## src/rtl/cau_pkg.sv

```systemverilog
// ============================================================================
// cau_pkg: shared types, constants and helpers of the complex arithmetic unit
// Fixed-point word formats, opcode and status codes, the pipeline item
// structs and the saturation helpers used across stages.
// ============================================================================
package cau_pkg;

    localparam int DW   = 32;             // word width
    localparam int FB   = 16;             // fraction bits
    localparam int QW   = DW + 1;         // quotient / root bits, one per stage
    localparam int DENW = 2 * DW;         // divisor and sum-of-squares width
    localparam int NUMW = 2 * DW + 2 * FB + 2;  // dividend width
    localparam int SRW  = QW + 3;         // root remainder width

    typedef enum logic [2:0] {
        OP_ADD   = 3'd0,
        OP_SUB   = 3'd1,
        OP_MUL   = 3'd2,
        OP_DIV   = 3'd3,
        OP_CONJ  = 3'd4,
        OP_RECIP = 3'd5,
        OP_SCALE = 3'd6,
        OP_MOD   = 3'd7
    } op_t;

    typedef enum logic [1:0] {
        ST_OK   = 2'd0,
        ST_SAT  = 2'd1,
        ST_DIVZ = 2'd2
    } status_t;

    typedef logic signed [DW-1:0]     word_t;
    typedef logic signed [2*DW-1:0]   prod_t;
    typedef logic signed [2*DW:0]     wide_t;
    typedef logic signed [NUMW-1:0]   num_t;
    typedef logic        [NUMW-1:0]   mag_t;
    typedef logic        [DENW-1:0]   den_t;
    typedef logic        [QW-1:0]     quo_t;
    typedef logic        [2*QW-1:0]   sqn_t;
    typedef logic        [SRW-1:0]    srem_t;

    localparam word_t WORD_MAX = {1'b0, {(DW-1){1'b1}}};
    localparam word_t WORD_MIN = {1'b1, {(DW-1){1'b0}}};
    localparam wide_t WIDE_MAX = {{(DW+2){1'b0}}, {(DW-1){1'b1}}};
    localparam wide_t WIDE_MIN = {{(DW+2){1'b1}}, {(DW-1){1'b0}}};
    localparam quo_t  QPOS_MAX = {2'b00, {(DW-1){1'b1}}};
    localparam quo_t  QNEG_MAX = {2'b01, {(DW-1){1'b0}}};

    typedef struct packed {
        logic [2:0] opcode;
        word_t      a_re;
        word_t      a_im;
        word_t      b_re;
        word_t      b_im;
        word_t      scalar;
    } cau_in_t;

    typedef struct packed {
        word_t      res_re;
        word_t      res_im;
        logic [1:0] status;
    } cau_out_t;

    typedef struct packed {
        word_t val;
        logic  flag;
    } sat_t;

    // item as it travels through the divide / root stages
    typedef struct packed {
        op_t   op;
        word_t res_re;      // result of the operations that bypass the recurrences
        word_t res_im;
        logic  sat;
        logic  divz;
        logic  neg_re;
        logic  neg_im;
        logic  ovf_re;
        logic  ovf_im;
        den_t  den;
        den_t  rem_re;
        den_t  rem_im;
        quo_t  nlo_re;
        quo_t  nlo_im;
        quo_t  q_re;
        quo_t  q_im;
        sqn_t  sq_n;
        srem_t sq_rem;
        quo_t  sq_root;
    } iter_t;

    function automatic sat_t sat_wide(input wide_t v);
        sat_t r;
        if (v > WIDE_MAX)
        begin
            r.val  = WORD_MAX;
            r.flag = 1'b1;
        end
        else if (v < WIDE_MIN)
        begin
            r.val  = WORD_MIN;
            r.flag = 1'b1;
        end
        else
        begin
            r.val  = v[DW-1:0];
            r.flag = 1'b0;
        end
        return r;
    endfunction

    function automatic sat_t sat_quo(input logic neg, input logic ovf, input quo_t q);
        sat_t r;
        quo_t nq;
        nq = -q;
        if (!neg)
        begin
            if (ovf || q > QPOS_MAX)
            begin
                r.val  = WORD_MAX;
                r.flag = 1'b1;
            end
            else
            begin
                r.val  = q[DW-1:0];
                r.flag = 1'b0;
            end
        end
        else
        begin
            if (ovf || q > QNEG_MAX)
            begin
                r.val  = WORD_MIN;
                r.flag = 1'b1;
            end
            else
            begin
                r.val  = nq[DW-1:0];
                r.flag = 1'b0;
            end
        end
        return r;
    endfunction

endpackage

```

## src/rtl/cau_post.sv

```systemverilog
// ============================================================================
// cau_post: result stage of the complex arithmetic unit
// Signs and saturates quotients and the root, picks the result by opcode
// and forms the status.
// ============================================================================
module cau_post (
    input  logic              clk,
    input  logic              rst_n,
    input  logic              en,
    input  logic              in_valid,
    input  cau_pkg::iter_t    in_item,
    output logic              out_valid,
    output cau_pkg::cau_out_t out_item
);
    import cau_pkg::*;

    sat_t     qre;
    sat_t     qim;
    cau_out_t res_next;
    logic     v_reg;
    cau_out_t res_reg;

    always_comb
    begin
        qre = sat_quo(in_item.neg_re, in_item.ovf_re, in_item.q_re);
        qim = sat_quo(in_item.neg_im, in_item.ovf_im, in_item.q_im);
        case (in_item.op)
            OP_DIV, OP_RECIP:
            begin
                if (in_item.divz)
                begin
                    res_next.res_re = '0;
                    res_next.res_im = '0;
                    res_next.status = ST_DIVZ;
                end
                else
                begin
                    res_next.res_re = qre.val;
                    res_next.res_im = qim.val;
                    res_next.status = (qre.flag | qim.flag) ? ST_SAT : ST_OK;
                end
            end
            OP_MOD:
            begin
                res_next.res_im = '0;
                if (in_item.sq_root > QPOS_MAX)
                begin
                    res_next.res_re = WORD_MAX;
                    res_next.status = ST_SAT;
                end
                else
                begin
                    res_next.res_re = in_item.sq_root[DW-1:0];
                    res_next.status = ST_OK;
                end
            end
            default:
            begin
                res_next.res_re = in_item.res_re;
                res_next.res_im = in_item.res_im;
                res_next.status = in_item.sat ? ST_SAT : ST_OK;
            end
        endcase
    end

    always_ff @(posedge clk or negedge rst_n)
    begin
        if (!rst_n)
        begin
            v_reg <= 1'b0;
        end
        else if (en)
        begin
            v_reg <= in_valid;
        end
    end

    always_ff @(posedge clk)
    begin
        if (en)
        begin
            res_reg <= res_next;
        end
    end

    assign out_valid = v_reg;
    assign out_item  = res_reg;

endmodule

```

## config.mk

```make
export PLATFORM = sky130hd
export DESIGN_NAME = cau_post
export DESIGN_NICKNAME = d
export VERILOG_FILES = /design/src/rtl/cau_pkg.sv /design/src/rtl/cau_post.sv
export SDC_FILE = /design/constraint.sdc
export NUM_CORES = 1
export LEC_CHECK = 0
export BUFFER_PORTS_ARGS = -buffer_cell sky130_fd_sc_hd__buf_2
export CELL_PAD_IN_SITES_DETAIL_PLACEMENT = 1
export CELL_PAD_IN_SITES_GLOBAL_PLACEMENT = 1
export CORE_AREA = 3 3 236 238
export DETAILED_ROUTE_END_ITERATION = 8
export DIE_AREA = 0 0 239 241
export PLACE_DENSITY_LB_ADDON = 0.12
export SETUP_SLACK_MARGIN = 0.1
export SLEW_MARGIN = 20
export SYNTH_ARGS = -nofsm -noshare
export SYNTH_HDL_FRONTEND = slang
export SYNTH_SLANG_ARGS = --single-unit
```

## constraint.sdc

```tcl
create_clock -name clk -period 1 [get_ports clk]
set_clock_uncertainty 0.15 [all_clocks]
set_input_delay 0.05 -clock clk [delete_from_list [all_inputs] [get_ports clk]]
set_output_delay 0.05 -clock clk [all_outputs]
set_load 0.005 [all_outputs]
```

==> results.yml <==
yosys:
  syn_area_per_cell_um2: 8.50
  ys_seq_area_share_pct: 36.6
  yosysTopAreaCell: "edfxtp_1"
  yosysMostFrequentCell: "edfxtp_1"
  yosys_warnings: 0
  synth.top_cells.by_area: "edfxtp_1, a21oi_1, o31ai_1"
  ys_seq_elements: 67
  netlist_instances: 646
  syn-num-nets: 1186
  synth_cell_types: 66
  syn_area_um2: 5490
  synth_ff_type: "edfxtp_1"
  synth_top_area_share_pct: 36.1
  async_flop_share_pct: 1.49
  synth_common_cells: "edfxtp_1, a21oi_1, nor2_1"
  synth_edf_count: 66
timing:
  setup_ws_ns: -0.860
  tightest_slew_ns: 0.458
  fin_crit_sh_pct: 186
  rsz0062_at_grt: "true"
  fmax_mhz: 538
  finalMaxSlewViolations: 0
  setup_violations: 132
  hold_violations: 34
  hold_slack_ns: -0.173
  fin_crit_ns: 1.86
  slew_headroom_pct: 69.2
place:
  dp_hpwl_um: 33000
  placed_area_um2: 9340
  pre_cts_slack_ns: -1.43
  portBuffers: 242
  place_congestion: 0.797
outcome:
  violations: "hold timing, setup timing"
  outcome: "finished, violations left"
global_route:
  grt-ovfl-total: 0
  antenna_found_initial: 3
  track_usage_pct: 14.1
  grt_max_degree: 29
  grt_pass1_vias: 8269
  grt_first_pass_wirelength_um: 58700
critical_path:
  crit_path_end: "out_item[63]"
  cp_max_fo: 5
  crit_required_ns: 0.97
  worst-setup-path-type: "primary input to flip-flop"
  cpPeakStageDelay_ns: 0.57
  reg2reg_from: "out_valid"
  crit_chain: "buf_6 > or4_4 > or4_4 > nor4_4 > mux2i_1 > o32ai_2"
  crit_path_start_kind: "primary input"
  reg2reg_slack_ns: 0.11
  crit_arrival_ns: 1.83
  crit_start: "in_item[186]"
  cp-end-kind: "flip-flop"
  reg2reg_to: "out_valid"
  crit_slowest_cell: "or4_4"
  worstRegToRegCells: 1
  cpMostUsedCell: "or4_4"
power:
  power_frac_comb_pct: 35.0
  vdd_drop_max_mv: 0.641
  pwr_density_cell_nw_per_um2: 907
  intPower_mw: 7.23
  netSwitchingPower_mw: 3.69
  p_seq_share_pct: 32.9
  leakage_nw: 4.74
  p_sw_share_pct: 33.8
  clkPwrFrac_pct: 32.0
die:
  start_util_pct: 10.2
  io_pins: 603
  floorplan.die.height_um: 241
  die_width_um: 239
  dieArea_um2: 57600
  coreArea_um2: 53800
  num_rows: 85
layout:
  ff_latch_area_um2: 2010
  multi_input_comb_area_um2: 4630
  layout.nets: 1691
  fillerInstances: 6282
  drive_gt1_share_pct: 62.1
  area_delta_synth_final_pct: 119
  fin_util_pct: 22.4
  design_area_um2: 12000
routing:
  routed-via-count: 7492
  antenna_left: 0
  route.detailed.drc: 0
  routedWlPerCell_um: 22.3
  first_iter_violations: 259
  viasPerCell: 4.04
  routed_wirelength_um: 41300
  firstDrtPassIters: 4
run:
  drv_cap: 0
clock_network:
  root_buffer: "clkbuf_16"
  clock-sinks: 67
  cts_hold_buf: 32
  cts_tree: "done"
  cts_max_level: 3
  clock_latency_ns: 0.37
  cts_buffers: 9
  path_clk_slew_ns: 0.07
  clockBufferDepth: 2
hold_path:
  hp-class: "primary input to flip-flop"
-- sequential cells by signal, indices dropped and copies added (netlist names) --
name       count
out_valid      1
out_item      66
-- per-stage QoR --
stage / instances / total power, mW / setup TNS (ns)
3_5_place_dp: 1756 / 6.70 / -81.58
3_3_place_gp: 1756 / 6.75 / -78.26
5_1_grt: 1852 / 11.6 / -58.16
4_1_cts: 1847 / 11.1 / -54.73
6_report: 1853 / 10.9 / -52.06
2_1_floorplan: 646 / 4.53 / -54.39
-- layout by cell type, fill, tap and decap left out, drive strengths merged, types with 12 or more instances in the layout --
| cell | count |
|---|---|
| xnor2 | 12 |
| o211ai | 14 |
| o31ai | 33 |
| nor4 | 22 |
| edfxtp | 66 |
| or4 | 17 |
| nor2 | 63 |
| dlygate4sd3 | 32 |
| a21oi | 65 |
| nand4 | 31 |
| nand2 | 61 |
| nor3 | 16 |
| buf | 512 |
| o22ai | 13 |
| o21ai | 21 |
| or3 | 13 |
-- worst min path at each step --
stage                       startpoint            to  slack [ns]  cells past startpoint
after global routing      in_item[478]  out_item[15]       -0.19                      3
final                     in_item[478]  out_item[15]       -0.17                      3
after CTS                 in_item[478]  out_item[15]       -0.21                      3
after detailed placement         rst_n     out_valid       -0.32                      1
after global placement           rst_n     out_valid       -0.32                      1
after floorplan                  rst_n     out_valid       -0.40                      0
-- per-layer routing --
metal | vias to the layer above | track usage (%) | wire length [µm]
met2 | 191 | 25.1 | 20600
met5 | - | 0 | 41
met4 | 6 | 2.42 | 444
met1 | 3720 | 17.5 | 18000
li1 | 3548 | - | -
met3 | 27 | 3.60 | 2140
-- worst max-delay path, delay by kind of cell --
kind,cells,cell delay [ns]
buffers and inverters,1,0.09
muxes,1,0.25
AOI/OAI and AO/OA,1,0.11
and+or+nand+nor,3,1.32
-- repair_timing --
action | 4_1_cts | 5_1_grt
resized for setup | 273 | 60
endpoints found under the setup margin | 132 | 133
pin swaps | 90 | 49
hold endpoints to repair | 62 | 34
cloned | 7 | 0
setup buffers | 37 | 9
-- power by group through the flow --
stage | Sequential (mW) | Clock (mW) | Combinational (mW)
after global routing | 3.63 | 3.79 | 4.14
final | 3.60 | 3.50 | 3.83
after global placement | 3.69 | 0 | 3.06
after floorplan | 3.60 | 0 | 0.930
after CTS | 3.62 | 3.72 | 3.77
after detailed placement | 3.67 | 0 | 3.04
-- logic make-up (layout without fill, tap and decap cells) --
logic type	after synthesis	count (layout)	share of synthesized area (%)
other	0	1	0
XOR/XNOR	19	19	3.03
buffers and inverters	62	571	4.70
AND/OR/NAND/NOR	275	276	27.6
AO/OA/AOI/OAI	210	210	25.6
adder cells (fa/ha/maj)	4	4	0.912
multiplexers	9	9	1.66
flip-flops	67	67	36.6
-- final cells by class --
class                           instances  share of cell area (%)
Inverter                               10                   0.312
Antenna cell                            1                  0.0208
Clock inverter                          6                   0.540
Timing Repair Buffer                  545                    34.9
Tap cell                              696                    7.23
Clock buffer                           10                    1.90
Sequential cell                        67                    16.7
Multi-Input combinational cell        518                    38.5
Power figures use the tool's default switching activity.
