`config.mk`:
```
export PLATFORM = sky130hd
export DESIGN_NAME = cau_iter
export DESIGN_NICKNAME = d
export VERILOG_FILES = /design/src/rtl/cau_pkg.sv /design/src/rtl/cau_iter.sv
export SDC_FILE = /design/constraint.sdc
export NUM_CORES = 1
export LEC_CHECK = 0
export ABC_AREA = 1
export BUFFER_PORTS_ARGS = -buffer_cell sky130_fd_sc_hd__buf_4
export CORE_AREA = 2 2 412 414
export CTS_CLUSTER_SIZE = 20
export DETAILED_ROUTE_END_ITERATION = 8
export DIE_AREA = 0 0 414 416
export PLACE_DENSITY = 0.44
export RECOVER_POWER = 100
export SLEW_MARGIN = 20
export SYNTH_ARGS = -nofsm -noshare
export SYNTH_HDL_FRONTEND = slang
export SYNTH_SLANG_ARGS = --single-unit
export TNS_END_PERCENT = 30
```
`constraint.sdc`:
```
create_clock -name clk -period 1.22 [get_ports clk]
set_clock_uncertainty 0.2 [all_clocks]
set_input_delay 0.244 -clock clk [delete_from_list [all_inputs] [get_ports clk]]
set_output_delay 0.244 -clock clk [all_outputs]
set_load 0.03 [all_outputs]
```
`src/rtl/cau_pkg.sv`:
```
// ============================================================================
// cau_pkg: shared types, constants and helpers of the complex arithmetic unit
// Fixed-point word formats, opcode and status codes, the pipeline item
// structs and the saturation helpers used across stages.
// ============================================================================
package cau_pkg;

    localparam int DW   = 32;             // word width
    localparam int FB   = 16;             // fraction bits
    localparam int QW   = DW + 1;         // quotient / root bits, one per stage
    localparam int DENW = 2 * DW;         // divisor and sum-of-squares width
    localparam int NUMW = 2 * DW + 2 * FB + 2;  // dividend width
    localparam int SRW  = QW + 3;         // root remainder width

    typedef enum logic [2:0] {
        OP_ADD   = 3'd0,
        OP_SUB   = 3'd1,
        OP_MUL   = 3'd2,
        OP_DIV   = 3'd3,
        OP_CONJ  = 3'd4,
        OP_RECIP = 3'd5,
        OP_SCALE = 3'd6,
        OP_MOD   = 3'd7
    } op_t;

    typedef enum logic [1:0] {
        ST_OK   = 2'd0,
        ST_SAT  = 2'd1,
        ST_DIVZ = 2'd2
    } status_t;

    typedef logic signed [DW-1:0]     word_t;
    typedef logic signed [2*DW-1:0]   prod_t;
    typedef logic signed [2*DW:0]     wide_t;
    typedef logic signed [NUMW-1:0]   num_t;
    typedef logic        [NUMW-1:0]   mag_t;
    typedef logic        [DENW-1:0]   den_t;
    typedef logic        [QW-1:0]     quo_t;
    typedef logic        [2*QW-1:0]   sqn_t;
    typedef logic        [SRW-1:0]    srem_t;

    localparam word_t WORD_MAX = {1'b0, {(DW-1){1'b1}}};
    localparam word_t WORD_MIN = {1'b1, {(DW-1){1'b0}}};
    localparam wide_t WIDE_MAX = {{(DW+2){1'b0}}, {(DW-1){1'b1}}};
    localparam wide_t WIDE_MIN = {{(DW+2){1'b1}}, {(DW-1){1'b0}}};
    localparam quo_t  QPOS_MAX = {2'b00, {(DW-1){1'b1}}};
    localparam quo_t  QNEG_MAX = {2'b01, {(DW-1){1'b0}}};

    typedef struct packed {
        logic [2:0] opcode;
        word_t      a_re;
        word_t      a_im;
        word_t      b_re;
        word_t      b_im;
        word_t      scalar;
    } cau_in_t;

    typedef struct packed {
        word_t      res_re;
        word_t      res_im;
        logic [1:0] status;
    } cau_out_t;

    typedef struct packed {
        word_t val;
        logic  flag;
    } sat_t;

    // item as it travels through the divide / root stages
    typedef struct packed {
        op_t   op;
        word_t res_re;      // result of the operations that bypass the recurrences
        word_t res_im;
        logic  sat;
        logic  divz;
        logic  neg_re;
        logic  neg_im;
        logic  ovf_re;
        logic  ovf_im;
        den_t  den;
        den_t  rem_re;
        den_t  rem_im;
        quo_t  nlo_re;
        quo_t  nlo_im;
        quo_t  q_re;
        quo_t  q_im;
        sqn_t  sq_n;
        srem_t sq_rem;
        quo_t  sq_root;
    } iter_t;

    function automatic sat_t sat_wide(input wide_t v);
        sat_t r;
        if (v > WIDE_MAX)
        begin
            r.val  = WORD_MAX;
            r.flag = 1'b1;
        end
        else if (v < WIDE_MIN)
        begin
            r.val  = WORD_MIN;
            r.flag = 1'b1;
        end
        else
        begin
            r.val  = v[DW-1:0];
            r.flag = 1'b0;
        end
        return r;
    endfunction

    function automatic sat_t sat_quo(input logic neg, input logic ovf, input quo_t q);
        sat_t r;
        quo_t nq;
        nq = -q;
        if (!neg)
        begin
            if (ovf || q > QPOS_MAX)
            begin
                r.val  = WORD_MAX;
                r.flag = 1'b1;
            end
            else
            begin
                r.val  = q[DW-1:0];
                r.flag = 1'b0;
            end
        end
        else
        begin
            if (ovf || q > QNEG_MAX)
            begin
                r.val  = WORD_MIN;
                r.flag = 1'b1;
            end
            else
            begin
                r.val  = nq[DW-1:0];
                r.flag = 1'b0;
            end
        end
        return r;
    endfunction

endpackage

```
`src/rtl/cau_iter.sv`:
```
// ============================================================================
// cau_iter: one stage of the divide and square-root recurrences
// Retires one quotient bit on each of the two divide lanes and one root
// bit on the square-root lane, then registers the item.
// ============================================================================
module cau_iter (
    input  logic           clk,
    input  logic           rst_n,
    input  logic           en,
    input  logic           in_valid,
    input  cau_pkg::iter_t in_item,
    output logic           out_valid,
    output cau_pkg::iter_t out_item
);
    import cau_pkg::*;

    logic [DENW:0] r2_re;
    logic [DENW:0] r2_im;
    logic [DENW:0] dv;
    srem_t         cur;
    srem_t         trial;
    iter_t         nx;
    logic          v_reg;
    iter_t         item_reg;

    always_comb
    begin
        nx    = in_item;
        dv    = {1'b0, in_item.den};
        r2_re = {in_item.rem_re, in_item.nlo_re[QW-1]};
        r2_im = {in_item.rem_im, in_item.nlo_im[QW-1]};
        nx.nlo_re = in_item.nlo_re << 1;
        nx.nlo_im = in_item.nlo_im << 1;
        // restoring step, real lane
        if (r2_re >= dv)
        begin
            nx.rem_re = DENW'(r2_re - dv);
            nx.q_re   = {in_item.q_re[QW-2:0], 1'b1};
        end
        else
        begin
            nx.rem_re = r2_re[DENW-1:0];
            nx.q_re   = {in_item.q_re[QW-2:0], 1'b0};
        end
        // restoring step, imaginary lane
        if (r2_im >= dv)
        begin
            nx.rem_im = DENW'(r2_im - dv);
            nx.q_im   = {in_item.q_im[QW-2:0], 1'b1};
        end
        else
        begin
            nx.rem_im = r2_im[DENW-1:0];
            nx.q_im   = {in_item.q_im[QW-2:0], 1'b0};
        end
        // digit-by-digit root, two radicand bits per step
        cur     = {in_item.sq_rem[SRW-3:0], in_item.sq_n[2*QW-1 -: 2]};
        trial   = SRW'({in_item.sq_root, 2'b01});
        nx.sq_n = in_item.sq_n << 2;
        if (cur >= trial)
        begin
            nx.sq_rem  = cur - trial;
            nx.sq_root = {in_item.sq_root[QW-2:0], 1'b1};
        end
        else
        begin
            nx.sq_rem  = cur;
            nx.sq_root = {in_item.sq_root[QW-2:0], 1'b0};
        end
    end

    always_ff @(posedge clk or negedge rst_n)
    begin
        if (!rst_n)
        begin
            v_reg <= 1'b0;
        end
        else if (en)
        begin
            v_reg <= in_valid;
        end
    end

    always_ff @(posedge clk)
    begin
        if (en)
        begin
            item_reg <= nx;
        end
    end

    assign out_valid = v_reg;
    assign out_item  = item_reg;

endmodule

```
==> impl_metrics.json <==
{
  "hold_ws_ps": -354,
  "r2r_slack_ps": 280,
  "critPathRequiredTime_ps": 1470,
  "grtUsageTotal": 0.234,
  "ios": 1069,
  "maxCapViolations": 0,
  "viasPerCell": 4.16,
  "grt_first_pass_wirelength_microns": 284000,
  "timing.final.crit_period_ps": 2220,
  "p_leak_nw": 29.9,
  "start_util": 0.195,
  "syn-instance-count": 4226,
  "fin_util": 0.365,
  "holdPathEnd": "out_item[345]",
  "ant_nets": 0,
  "max_stage_delay_ps": 360,
  "crit_top_cell": "nand2_1",
  "crit_slowest_cell": "ha_2",
  "r2r-end": "out_valid",
  "yosysUniqueCellTypes": 42,
  "wl_microns": 212000,
  "peakVddDrop_mv": 1.09,
  "seqPwrFrac": 0.328,
  "cts.sinks": 529,
  "synth-seq-cells": 529,
  "dieWidth_microns": 414,
  "finalCritPeriodShare": 1.82,
  "failed_checks": "negative hold slack, negative setup slack",
  "vias": 37600,
  "numCtsBuffers": 69,
  "synthArstFlopShare": 0.00189,
  "p_per_area_nw_per_um2": 1150,
  "min_path_type": "in2reg",
  "endpoint_kind": "flip-flop",
  "worst_slew_pin_slew_ps": 838,
  "crit_type": "in2reg",
  "rsz0062_at_grt": "true",
  "synth_top_area_frac": 0.482,
  "htree_levels": 3,
  "synth-seq-area-share": 0.483,
  "setup-violations-final": 1229,
  "yosys_warnings": 0,
  "clk_latency_ps": 700,
  "combPwrFrac": 0.373,
  "max_freq_mhz": 451,
  "cp-start-kind": "input port",
  "drive_gt1_frac": 0.377,
  "r2r_start": "out_valid",
  "coreArea_sq_um": 168000,
  "syn-mean-instance-area_sq_um": 7.78,
  "synthFlopType": "edfxtp_1",
  "syn_area_sq_um": 32900,
  "drc": 0,
  "nNetsFinal": 7444,
  "path_max_fanout": 28,
  "path_clk_slew_ps": 60,
  "hpwl_microns": 174000,
  "rr_worst_depth": 1,
  "syn_to_final_growth_pct": 86.5,
  "hold_viol": 12,
  "numPortBuffers": 1060,
  "drtIter0Drc": 2550,
  "crit_arrival_ps": 2460,
  "clockRootBuffer": "clkbuf_16",
  "slew_headroom": 0.440,
  "cts_tree": "yes",
  "grt-ovfl-total": 0,
  "power_switching_mw": 25.4,
  "slew_violations": 0,
  "grt_pass1_vias": 37600,
  "power_mw": 70.4,
  "synthTopCellsByArea": "edfxtp_1 (48%), nand2_1 (19%), inv_1 (9.1%)",
  "dr.pass1.iters": 5,
  "grt_max_degree": 41,
  "std_cell_rows": 151,
  "p_int_mw": 45.0,
  "outcome": "finished, violations left",
  "p_sw_frac": 0.361,
  "place_ws_ps": -1810,
  "die_y_microns": 416,
  "crit_chain": "clkbuf_2, clkinvlp_4, buf_4, ha_2, nand2_1, nor2_1, buf_4, nand3_1, nor2_2, nand3_1, nand2_1, nor2_2, nand2_4, inv_6, buf_12, nand2_1, nand2_1",
  "dieArea_sq_um": 172000,
  "avgRoutedWirePerCell_microns": 23.4,
  "antenna_found_initial": 26,
  "cts_buffer_depth": 3,
  "holdPathStages": 3,
  "synth_edf_count": 528,
  "yosysTopAreaCell": "edfxtp_1",
  "min-delay-start": "in_item[344]",
  "pwr-share-clk": 0.299,
  "worst_slack_ps": -995,
  "gp_congestion": 0.983,
  "fin_setup_tns_ps": -691780
}
==> cells in the mapped netlist (8+ instances only) <==
cell type / n
xor2_1: 72
nand3_1: 244
buf_6: 8
a21oi_1: 132
nand3b_1: 34
buf_2: 15
o21ai_0: 44
nor3_1: 22
nor2_2: 24
inv_2: 29
nand2_2: 33
nor2_1: 274
inv_1: 799
edfxtp_1: 528
nand2_1: 1687
nand4_1: 31
nor4_1: 15
ha_1: 163
==> registers in the layout (all words and copies together) (netlist names) <==
name / flops
out_item: 528
out_valid: 1
==> worst max-delay path: cells and delay by family <==
family | cells | cell delay (ps)
buf+inv | 6 | 920
simple gates | 10 | 920
fa+ha+maj | 1 | 360
==> placed cells by master, fill, tap and decap left out, types with 50 or more instances in the layout <==
| master | instances |
|---|---|
| dlygate4sd3_1 | 551 |
| clkbuf_16 | 79 |
| edfxtp_1 | 528 |
| nand2_1 | 1554 |
| nor2_1 | 197 |
| nand2_2 | 148 |
| inv_1 | 748 |
| xor2_1 | 72 |
| buf_4 | 1505 |
| a21oi_1 | 97 |
| ha_4 | 112 |
| clkbuf_4 | 280 |
| buf_6 | 50 |
| nand3_1 | 209 |
| nor2_2 | 81 |
==> worst max-delay path by stage <==
stage | slack, ps | end | start | cells after the start
after floorplan | -1010 | out_item[289] | in_item[401] | 18
after global placement | -1850 | out_item[383] | in_item[456] | 14
after CTS | -900 | out_item[383] | in_item[450] | 17
after global routing | -1040 | out_item[353] | in_item[453] | 17
after detailed placement | -1810 | out_item[383] | in_item[445] | 18
final | -1000 | out_item[353] | in_item[453] | 17
==> power by group through the flow <==
stage	clock (mW)	combinational, mW	sequential, mW
finish	21.0	26.2	23.1
global route	22.3	27.8	23.3
CTS	21.7	25.4	23.1
detailed placement	0	23.0	23.4
global placement	0	23.0	23.5
floorplan	0	6.67	26.9
==> per-stage QoR <==
step                std cells  area [sq um]
finish                   9028         61300
CTS                      8955         59500
global placement         8283         50500
floorplan                4229         33500
detailed placement       8283         50500
global route             9025         61300
==> layer usage <==
| layer | up-vias | share of wire | global-route usage | wire (microns) |
|---|---|---|---|---|
| met5 | - | 0.00034 | 0 | 71 |
| met1 | 17700 | 0.38 | 0.262 | 81500 |
| met3 | 306 | 0.051 | 0.0446 | 10700 |
| met2 | 1236 | 0.50 | 0.425 | 107000 |
| met4 | 10 | 0.059 | 0.109 | 12500 |
| li1 | 18300 | - | - | - |
==> cell type report <==
class | instances | area [sq um]
clock buffers | 82 | 1800
inverters | 831 | 3250
multi-input cells | 2827 | 16200
clock inverters | 44 | 464
diodes | 12 | 30.0
fillers | 17500 | 107000
repair inverters | 2 | 27.5
well taps | 2218 | 2780
flip-flops and latches | 529 | 15900
repair buffers | 2483 | 20800
==> cells by family after synthesis <==
group                      Yosys count  share of synthesized area
xor gates and xnor gates            79                     0.0211
and+or+nand+nor                   2385                      0.297
other                                1                   0.000114
muxes                                1                   0.000343
DFF                                529                      0.483
AOI/OAI and AO/OA                  192                     0.0305
adders and majority gates          165                     0.0633
buffers and inverters              874                      0.105
==> repair_timing <==
| item | CTS | global route |
|---|---|---|
| setup buffers | 17 | 24 |
| resized for setup | 277 | 272 |
| endpoints found under the setup margin | 696 | 1225 |
| hold buffers | 526 | 27 |
| hold endpoints to repair | 788 | 38 |
| cloned | 3 | 12 |
| pin swaps | 47 | 66 |
Power figures use the tool's default switching activity.
